--- config.mk ---
export PLATFORM = sky130hd
export DESIGN_NAME = id_pool_allocator_flat
export DESIGN_NICKNAME = d
export VERILOG_FILES = /design/src/design/idpa_pkg.sv /design/src/design/idpa_req_if.sv /design/src/design/idpa_rsp_if.sv /design/src/design/idpa_cfg_if.sv /design/src/design/idpa_cell.sv /design/src/design/idpa_stack.sv /design/src/design/id_pool_allocator.sv /design/src/flat_wrapper.sv
export SDC_FILE = /design/constraint.sdc
export NUM_CORES = 2
export LEC_CHECK = 0
export BUFFER_PORTS_ARGS = -buffer_cell sky130_fd_sc_hd__buf_2
export CAP_MARGIN = 0
export CORE_ASPECT_RATIO = 0.7
export CORE_UTILIZATION = 62
export DETAILED_ROUTE_END_ITERATION = 8
export GPL_TIMING_DRIVEN = 0
export MAX_ROUTING_LAYER = met4
export PLACE_DENSITY = 0.88
export SLEW_MARGIN = 20
export SYNTH_ARGS = -nofsm -noshare
export SYNTH_HDL_FRONTEND = slang
export SYNTH_SLANG_ARGS = --single-unit
--- constraint.sdc ---
create_clock -name i_clk -period 52 [get_ports i_clk]
set_clock_uncertainty 0.1 [all_clocks]
set_input_delay 5.2 -clock i_clk [delete_from_list [all_inputs] [get_ports i_clk]]
set_output_delay 5.2 -clock i_clk [all_outputs]
set_load 0.05 [all_outputs]
--- src/design/idpa_pkg.sv ---
// Shared types and constants of the ID pool allocator.
// No dependencies; read first by every other design file.
package idpa_pkg;

    localparam int ID_W    = 8;
    localparam int LIMIT_W = 9;

    // Pool size; ID_W and LIMIT_W are sized for exactly this many IDs.
    localparam int MAX_IDS = 256;

    typedef enum logic [1:0] {
        ST_OK        = 2'd0,
        ST_EXHAUSTED = 2'd1,
        ST_REJECTED  = 2'd2
    } t_status;

    typedef enum logic {
        ACT_ALLOC   = 1'b0,
        ACT_RELEASE = 1'b1
    } t_action;

    // Shift control for the free stack chain.
    typedef struct packed {
        logic push;
        logic pop;
    } t_stk_ctl;

    localparam logic [LIMIT_W-1:0] LIMIT_RST  = 9'd256;
    localparam logic [LIMIT_W-1:0] RECENT_RST = 9'h1FF;

endpackage

--- src/design/idpa_req_if.sv ---
// Request channel of the ID pool allocator: action and ID being returned.
// Depends on idpa_pkg.
interface idpa_req_if;
    logic                       valid;
    logic                       ready;
    logic                       action;
    logic [idpa_pkg::ID_W-1:0]  release_id;

    modport source (output valid, output action, output release_id, input ready);
    modport sink   (input valid, input action, input release_id, output ready);
endinterface

--- src/design/idpa_rsp_if.sv ---
// Response channel of the ID pool allocator: issued ID, last issued ID, status.
// Depends on idpa_pkg.
interface idpa_rsp_if;
    logic                                valid;
    logic                                ready;
    logic [idpa_pkg::ID_W-1:0]           issued_id;
    logic signed [idpa_pkg::LIMIT_W-1:0] last_issued;
    logic [1:0]                          status;

    modport source (output valid, output issued_id, output last_issued, output status,
                    input ready);
    modport sink   (input valid, input issued_id, input last_issued, input status,
                    output ready);
endinterface

--- src/design/idpa_cfg_if.sv ---
// Configuration write channel of the ID pool allocator (pool_cap register).
// Depends on idpa_pkg.
interface idpa_cfg_if;
    logic                         valid;
    logic                         ready;
    logic [idpa_pkg::LIMIT_W-1:0] pool_cap;

    modport source (output valid, output pool_cap, input ready);
    modport sink   (input valid, input pool_cap, output ready);
endinterface

--- src/design/idpa_cell.sv ---
// One entry of the free stack chain: takes its upper neighbor on push,
// its lower neighbor on pop. Depends on idpa_pkg.
module idpa_cell (
    input  logic                       i_clk,
    input  idpa_pkg::t_stk_ctl         i_ctl,
    input  logic [idpa_pkg::ID_W-1:0]  i_from_up,
    input  logic [idpa_pkg::ID_W-1:0]  i_from_down,
    output logic [idpa_pkg::ID_W-1:0]  o_val
);
    logic [idpa_pkg::ID_W-1:0] r_val;
    logic [idpa_pkg::ID_W-1:0] n_val;

    always_comb begin
        n_val = r_val;
        if (i_ctl.push) begin
            n_val = i_from_up;
        end else if (i_ctl.pop) begin
            n_val = i_from_down;
        end
    end

    always_ff @(posedge i_clk) begin
        r_val <= n_val;
    end

    assign o_val = r_val;
endmodule

--- src/design/idpa_stack.sv ---
// LIFO free stack built as a row of idpa_cell; cell 0 is the top.
// Depends on idpa_pkg and idpa_cell.
module idpa_stack #(
    parameter int DEPTH = 256
) (
    input  logic                       i_clk,
    input  idpa_pkg::t_stk_ctl         i_ctl,
    input  logic [idpa_pkg::ID_W-1:0]  i_push_id,
    output logic [idpa_pkg::ID_W-1:0]  o_top
);
    logic [idpa_pkg::ID_W-1:0] w_val [DEPTH];

    for (genvar g = 0; g < DEPTH; g++) begin : g_cell
        logic [idpa_pkg::ID_W-1:0] w_up;
        logic [idpa_pkg::ID_W-1:0] w_down;

        if (g == 0) begin : g_head
            assign w_up = i_push_id;
        end else begin : g_body
            assign w_up = w_val[g-1];
        end

        // bottom cell pops in its own value; it lies above the count then
        if (g == DEPTH - 1) begin : g_tail
            assign w_down = w_val[g];
        end else begin : g_inner
            assign w_down = w_val[g+1];
        end

        idpa_cell u_cell (
            .i_clk       (i_clk),
            .i_ctl       (i_ctl),
            .i_from_up   (w_up),
            .i_from_down (w_down),
            .o_val       (w_val[g])
        );
    end

    assign o_top = w_val[0];
endmodule

--- src/design/id_pool_allocator.sv ---
// ID pool allocator: free-ID LIFO as a shifting cell chain plus a bump counter.
// Accepted requests load their responses into the output register; each shifts
// the chain at most once. Throughput: 1 request per cycle unless a held response waits.
// Reset (synchronous, active low): counter and stack count to zero, last issued to -1,
// pool_cap to 256. Stack cells are not cleared; only entries below the count are read.
module id_pool_allocator (
    input  logic        i_clk,
    input  logic        i_rst_n,
    idpa_cfg_if.sink    i_cfg,
    idpa_req_if.sink    i_req,
    idpa_rsp_if.source  o_rsp
);
    localparam int CNT_W   = $clog2(idpa_pkg::MAX_IDS + 1);
    localparam int LIM_CAP = (idpa_pkg::MAX_IDS > 511) ? 511 : idpa_pkg::MAX_IDS;
    localparam logic [CNT_W-1:0] CNT_FULL = CNT_W'(idpa_pkg::MAX_IDS);
    localparam logic [idpa_pkg::LIMIT_W-1:0] LIM_MAX = idpa_pkg::LIMIT_W'(LIM_CAP);

    logic [idpa_pkg::LIMIT_W-1:0] r_limit;
    logic [idpa_pkg::LIMIT_W-1:0] r_next_fresh, n_next_fresh;
    logic [CNT_W-1:0]             r_free_count, n_free_count;
    logic [idpa_pkg::LIMIT_W-1:0] r_recent, n_recent;

    logic                         r_out_valid;
    logic [idpa_pkg::ID_W-1:0]    r_issued, n_issued;
    logic [idpa_pkg::LIMIT_W-1:0] r_last;
    idpa_pkg::t_status            r_status, n_status;

    logic                         w_accept;
    logic [idpa_pkg::LIMIT_W-1:0] w_eff_limit;
    logic [idpa_pkg::LIMIT_W-1:0] w_rel_id;
    logic [idpa_pkg::ID_W-1:0]    w_top;
    idpa_pkg::t_stk_ctl           w_ctl;

    assign i_cfg.ready = 1'b1;
    assign i_req.ready = !r_out_valid || o_rsp.ready;
    assign w_accept    = i_req.valid && i_req.ready;

    assign w_eff_limit = (r_limit > LIM_MAX) ? LIM_MAX : r_limit;
    assign w_rel_id    = {1'b0, i_req.release_id};

    always_comb begin
        n_next_fresh = r_next_fresh;
        n_free_count = r_free_count;
        n_recent     = r_recent;
        n_issued     = '0;
        n_status     = idpa_pkg::ST_OK;
        w_ctl        = '0;
        if (i_req.action == idpa_pkg::ACT_ALLOC) begin
            if (r_free_count != '0) begin
                w_ctl.pop    = w_accept;
                n_free_count = r_free_count - CNT_W'(1);
                n_issued     = w_top;
                n_recent     = {1'b0, w_top};
            end else if (r_next_fresh < w_eff_limit) begin
                n_issued     = r_next_fresh[idpa_pkg::ID_W-1:0];
                n_next_fresh = r_next_fresh + 9'd1;
                n_recent     = r_next_fresh;
            end else begin
                n_status = idpa_pkg::ST_EXHAUSTED;
            end
        end else begin
            if (w_rel_id >= r_next_fresh) begin
                n_status = idpa_pkg::ST_REJECTED;
            end else if (w_rel_id == r_next_fresh - 9'd1) begin
                n_next_fresh = r_next_fresh - 9'd1;
            end else if (r_free_count == CNT_FULL) begin
                n_status = idpa_pkg::ST_REJECTED;
            end else begin
                w_ctl.push   = w_accept;
                n_free_count = r_free_count + CNT_W'(1);
            end
        end
    end

    idpa_stack #(
        .DEPTH (idpa_pkg::MAX_IDS)
    ) u_stack (
        .i_clk     (i_clk),
        .i_ctl     (w_ctl),
        .i_push_id (i_req.release_id),
        .o_top     (w_top)
    );

    always_ff @(posedge i_clk) begin
        if (!i_rst_n) begin
            r_limit      <= idpa_pkg::LIMIT_RST;
            r_next_fresh <= '0;
            r_free_count <= '0;
            r_recent     <= idpa_pkg::RECENT_RST;
            r_out_valid  <= 1'b0;
        end else begin
            if (i_cfg.valid && i_cfg.ready) begin
                r_limit <= i_cfg.pool_cap;
            end
            if (w_accept) begin
                r_next_fresh <= n_next_fresh;
                r_free_count <= n_free_count;
                r_recent     <= n_recent;
                r_out_valid  <= 1'b1;
            end else if (o_rsp.ready) begin
                r_out_valid <= 1'b0;
            end
        end
    end

    // response payload: loaded with each accepted request
    always_ff @(posedge i_clk) begin
        if (w_accept) begin
            r_issued <= n_issued;
            r_last   <= n_recent;
            r_status <= n_status;
        end
    end

    assign o_rsp.valid       = r_out_valid;
    assign o_rsp.issued_id   = r_issued;
    assign o_rsp.last_issued = r_last;
    assign o_rsp.status      = r_status;

    a_count_bound: assert property (@(posedge i_clk) disable iff (!i_rst_n)
        r_free_count <= CNT_FULL)
        else $error("free stack count above depth");

    a_no_push_pop: assert property (@(posedge i_clk) disable iff (!i_rst_n)
        !(w_ctl.push && w_ctl.pop))
        else $error("stack push and pop in one cycle");

    a_pop_count: assert property (@(posedge i_clk) disable iff (!i_rst_n)
        w_ctl.pop |=> r_free_count == $past(r_free_count) - CNT_W'(1))
        else $error("pop did not lower the stack count");

    a_exhausted_hold: assert property (@(posedge i_clk) disable iff (!i_rst_n)
        (w_accept && n_status == idpa_pkg::ST_EXHAUSTED)
            |=> $stable(r_next_fresh) && $stable(r_free_count) && $stable(r_recent))
        else $error("exhausted request changed allocator state");

    a_resp_after_accept: assert property (@(posedge i_clk) disable iff (!i_rst_n)
        w_accept |=> r_out_valid)
        else $error("accepted request produced no response");
endmodule
--- src/flat_wrapper.sv ---
// flat-port wrapper written by rule: the top's interface ports become plain ports
module id_pool_allocator_flat 
  (i_clk, i_rst_n, i_cfg_valid, i_cfg_pool_cap, i_cfg_ready, i_req_valid, i_req_action, i_req_release_id, i_req_ready, o_rsp_valid, o_rsp_issued_id, o_rsp_last_issued, o_rsp_status, o_rsp_ready);
  idpa_cfg_if i_cfg_i ();
  idpa_req_if i_req_i ();
  idpa_rsp_if o_rsp_i ();
  input  logic i_clk;
  input  logic i_rst_n;
  input wire logic [$bits(i_cfg_i.valid)-1:0] i_cfg_valid;
  input wire logic [$bits(i_cfg_i.pool_cap)-1:0] i_cfg_pool_cap;
  output wire logic [$bits(i_cfg_i.ready)-1:0] i_cfg_ready;
  input wire logic [$bits(i_req_i.valid)-1:0] i_req_valid;
  input wire logic [$bits(i_req_i.action)-1:0] i_req_action;
  input wire logic [$bits(i_req_i.release_id)-1:0] i_req_release_id;
  output wire logic [$bits(i_req_i.ready)-1:0] i_req_ready;
  output wire logic [$bits(o_rsp_i.valid)-1:0] o_rsp_valid;
  output wire logic [$bits(o_rsp_i.issued_id)-1:0] o_rsp_issued_id;
  output wire logic [$bits(o_rsp_i.last_issued)-1:0] o_rsp_last_issued;
  output wire logic [$bits(o_rsp_i.status)-1:0] o_rsp_status;
  input wire logic [$bits(o_rsp_i.ready)-1:0] o_rsp_ready;
  assign i_cfg_i.valid = i_cfg_valid;
  assign i_cfg_i.pool_cap = i_cfg_pool_cap;
  assign i_cfg_ready = i_cfg_i.ready;
  assign i_req_i.valid = i_req_valid;
  assign i_req_i.action = i_req_action;
  assign i_req_i.release_id = i_req_release_id;
  assign i_req_ready = i_req_i.ready;
  assign o_rsp_valid = o_rsp_i.valid;
  assign o_rsp_issued_id = o_rsp_i.issued_id;
  assign o_rsp_last_issued = o_rsp_i.last_issued;
  assign o_rsp_status = o_rsp_i.status;
  assign o_rsp_i.ready = o_rsp_ready;
  id_pool_allocator u_core (.i_clk(i_clk), .i_rst_n(i_rst_n), .i_cfg(i_cfg_i), .i_req(i_req_i), .o_rsp(o_rsp_i));
endmodule
==> results.sh <==
export IMPL_status="finished clean"
export IMPL_cts_resized=0
export IMPL_cts_made_buffers=183
export IMPL_max_cap_violations=0
export IMPL_synthMuxAreaShare=0.2592
export IMPL_synth_top_family_by_area="multiplexers"
export IMPL_synthCells=4715
export IMPL_die_area_um2=146100
export IMPL_worst_pin_slew_ps=1095
export IMPL_ys_ff_latch=2104
export IMPL_clk_insertion_delay_late_ps=830
export IMPL_ios=45
export IMPL_grt_max_degree=123
export IMPL_yosysMostFrequentCell="edfxtp_1"
export IMPL_syn2layout_area_growth_pct=9.915
export IMPL_cts_tree="done"
export IMPL_crit_arrival_ps=5920
export IMPL_synth_top_cells_by_count="2067 x edfxtp_1, 1780 x mux2_1, 260 x mux2_2"
export IMPL_required_ps=46700
export IMPL_hpwlAfterDp_um=97860
export IMPL_layout_drive_gt1_share=0.1562
export IMPL_buffer_ports_inserted=41
export IMPL_powerDensity_nw_per_um2=49.07
export IMPL_layout_nets=5009
export IMPL_hold_path_class="reg -> reg"
export IMPL_via_per_inst=6.015
export IMPL_clockRootBuffer="clkbuf_16"
export IMPL_min_period_ps=11220
export IMPL_htree_levels=4
export IMPL_core_um2=143300
export IMPL_finalSetupViolations=0
export IMPL_fin_setup_tns_ps=0
export IMPL_synth_top_cell_area_share=0.6924
export IMPL_cts_sinks=2104
export IMPL_drc=0
export IMPL_synth_distinct_cells=58
export IMPL_period_share=0.2158
export IMPL_grt_pass1_wl_um=245100
export IMPL_cts_max_path_buffers=3
export IMPL_clk_pin_slew_worst_paths_ps=60
export IMPL_post_cts_buffers=0
export IMPL_end_kind="output pin"
export IMPL_synth_area_leaders="edfxtp_1 69%, mux2_1 22%, mux2_2 3.3%, buf_6 0.98%, dfxtp_1 0.83%"
export IMPL_initial_core_util=0.6258
export IMPL_post_place_ws_ps=40770
export IMPL_hold_viol=0
export IMPL_grt_total_usage=0.2160
export IMPL_nFillCells=8411
export IMPL_grt_overflow=0
export IMPL_wl_um=153500
export IMPL_criticalPathCategory="in -> out"
export IMPL_crit_path_max_fanout=5
export IMPL_gp_congestion=0.8401
export IMPL_synth_ff_type="edfxtp_1"
export IMPL_rsz0062_at_grt="false"
export IMPL_synth_edf_count=2067
export IMPL_netlist_area_um2=89650
export IMPL_drv_slew=0
export IMPL_synth_compound_area_frac=0.006992
export IMPL_die_width_um=456.5
export IMPL_yosysWarnings=0
export IMPL_fin_ws_ps=40780
export IMPL_leakage_nw=32.93
export IMPL_yosys_area_top_type="edfxtp_1"
export IMPL_grt_pass1_vias=43390
export IMPL_drt_first_iter_violations=3654
export IMPL_rows=116
export IMPL_avgSynthCellArea_um2=19.01
export IMPL_fmax_ghz=0.08911
export IMPL_cp_start_kind="input pin"
export IMPL_dieHeight_um=320.1
export IMPL_ir_drop_mv=0.04203
export IMPL_antenna_found_initial=8
export IMPL_wl_per_cell_um=21.92
export IMPL_relSlewSlack=0.2701
export IMPL_synthXorXnorAreaFrac=0.001270
export IMPL_synth_fa_ha_area_frac=0.003713
export IMPL_syn_num_nets=4764
export IMPL_dr_pass1_iters=6
export IMPL_async_reset_ff_frac=0
export IMPL_yosys_area_share_simple=0.008123
export IMPL_postCtsHoldBufs=0
export IMPL_ant_nets=0
export IMPL_ys_seq_area_frac=0.7006
export IMPL_via_count=42110
metrics by stage:
step	hold slack [ps]	cells	cell area, µm²	util	power, W
floorplan	320.4	4715	89650	-	0.004119
global placement	323.7	6644	92210	0.6437	0.004605
detailed placement	332.7	6663	92750	0.6474	0.003524
CTS	352.1	6996	98520	0.6878	0.004865
global route	372.5	7000	98530	0.6878	0.005035
finish	349.4	7001	98540	0.6878	0.004835
metal layers:
layer | global-route usage | wire, µm | vias up | part of all wire
met2 | 0.3269 | 71680 | 920 | 0.47
met5 | - | 0 | - | 0
li1 | - | - | 19110 | -
met1 | 0.3069 | 71480 | 21860 | 0.47
met4 | 0.07042 | 3941 | 0 | 0.026
met3 | 0.02869 | 6349 | 222 | 0.041
critical path, cell delays in order:
cell and delay [ps]:
buf_2 70, nand2b_1 310, buf_2 340
logic make-up (layout without fill, tap and decap cells):
kind of cell | after synthesis | in the layout
AOI/OAI and AO/OA | 88 | 88
buffers and inverters | 268 | 661
other | 1 | 6
xor gates and xnor gates | 13 | 13
adders and majority gates | 26 | 26
and+or+nand+nor | 149 | 149
muxes | 2066 | 2066
DFF | 2104 | 2104
cells in the final DEF (no fill, tap or decap), drive strengths merged, types with 8 or more instances in the layout:
| cell type | netlist | routed |
|---|---|---|
| edfxtp | 2067 | 2067 |
| mux2 | 2040 | 2040 |
| buf | 226 | 286 |
| clkbuf | 24 | 256 |
| clkinv | 2 | 79 |
| nand2 | 62 | 62 |
| dfxtp | 37 | 37 |
| mux2i | 26 | 26 |
| ha | 25 | 25 |
| inv | 16 | 24 |
| nand3 | 19 | 19 |
| o21ai | 17 | 17 |
| nor2 | 16 | 16 |
| a21o | 15 | 15 |
| o211ai | 14 | 14 |
| bufinv | 0 | 13 |
| nor2b | 10 | 10 |
| xnor2 | 9 | 9 |
| a22oi | 8 | 8 |
final timing paths:
path	from	endpoint	slack, ps	depth (start not counted)
max	o_rsp_ready	i_req_ready	40780	3
min	u_core.u_stack.g_cell[254].u_cell.o_val[1]$_DFFE_PP_	u_core.u_stack.g_cell[255].u_cell.o_val[1]$_DFFE_PN_	350	0
max reg2reg	u_core.r_next_fresh[6]$_SDFFE_PN0P_	u_core.u_stack.g_cell[77].u_cell.o_val[0]$_DFFE_PP_	45670	14
min reg2reg	u_core.u_stack.g_cell[254].u_cell.o_val[1]$_DFFE_PP_	u_core.u_stack.g_cell[255].u_cell.o_val[1]$_DFFE_PN_	350	0
where the power goes:
part | internal (W) | switching (W)
Clock | 0.000726 | 0.000604
Combinational | 0.000333 | 0.000456
Sequential | 0.00250 | 0.000216
Total | 0.00356 | 0.00128
state kept, by name, indices dropped and copies added, names as in the netlist:
| name | flops |
|---|---|
| u_core.o_rsp.valid | 1 |
| u_core.r_next_fresh | 9 |
| u_core.r_free_count | 9 |
| u_core.r_limit | 9 |
| u_core.o_rsp.last_issued | 9 |
| u_core.u_stack.g_cell.u_cell.o_val | 2048 |
| u_core.o_rsp.status | 2 |
| u_core.r_recent | 9 |
| u_core.o_rsp.issued_id | 8 |
final cells by class:
type | instances | area [µm²] | share of cell area
antenna | 5 | 12.51 | 0.0001270
buffer | 250 | 1732 | 0.01757
clock buffer | 232 | 4837 | 0.04909
clock inverter | 101 | 940.9 | 0.009549
inverter | 18 | 75.07 | 0.0007619
multi-input combinational | 2343 | 25040 | 0.2541
sequential | 2104 | 62810 | 0.6374
tap | 1888 | 2362 | 0.02397
timing repair buffer | 60 | 728.2 | 0.007390
No activity file was read; power rests on OpenSTA's default activity.
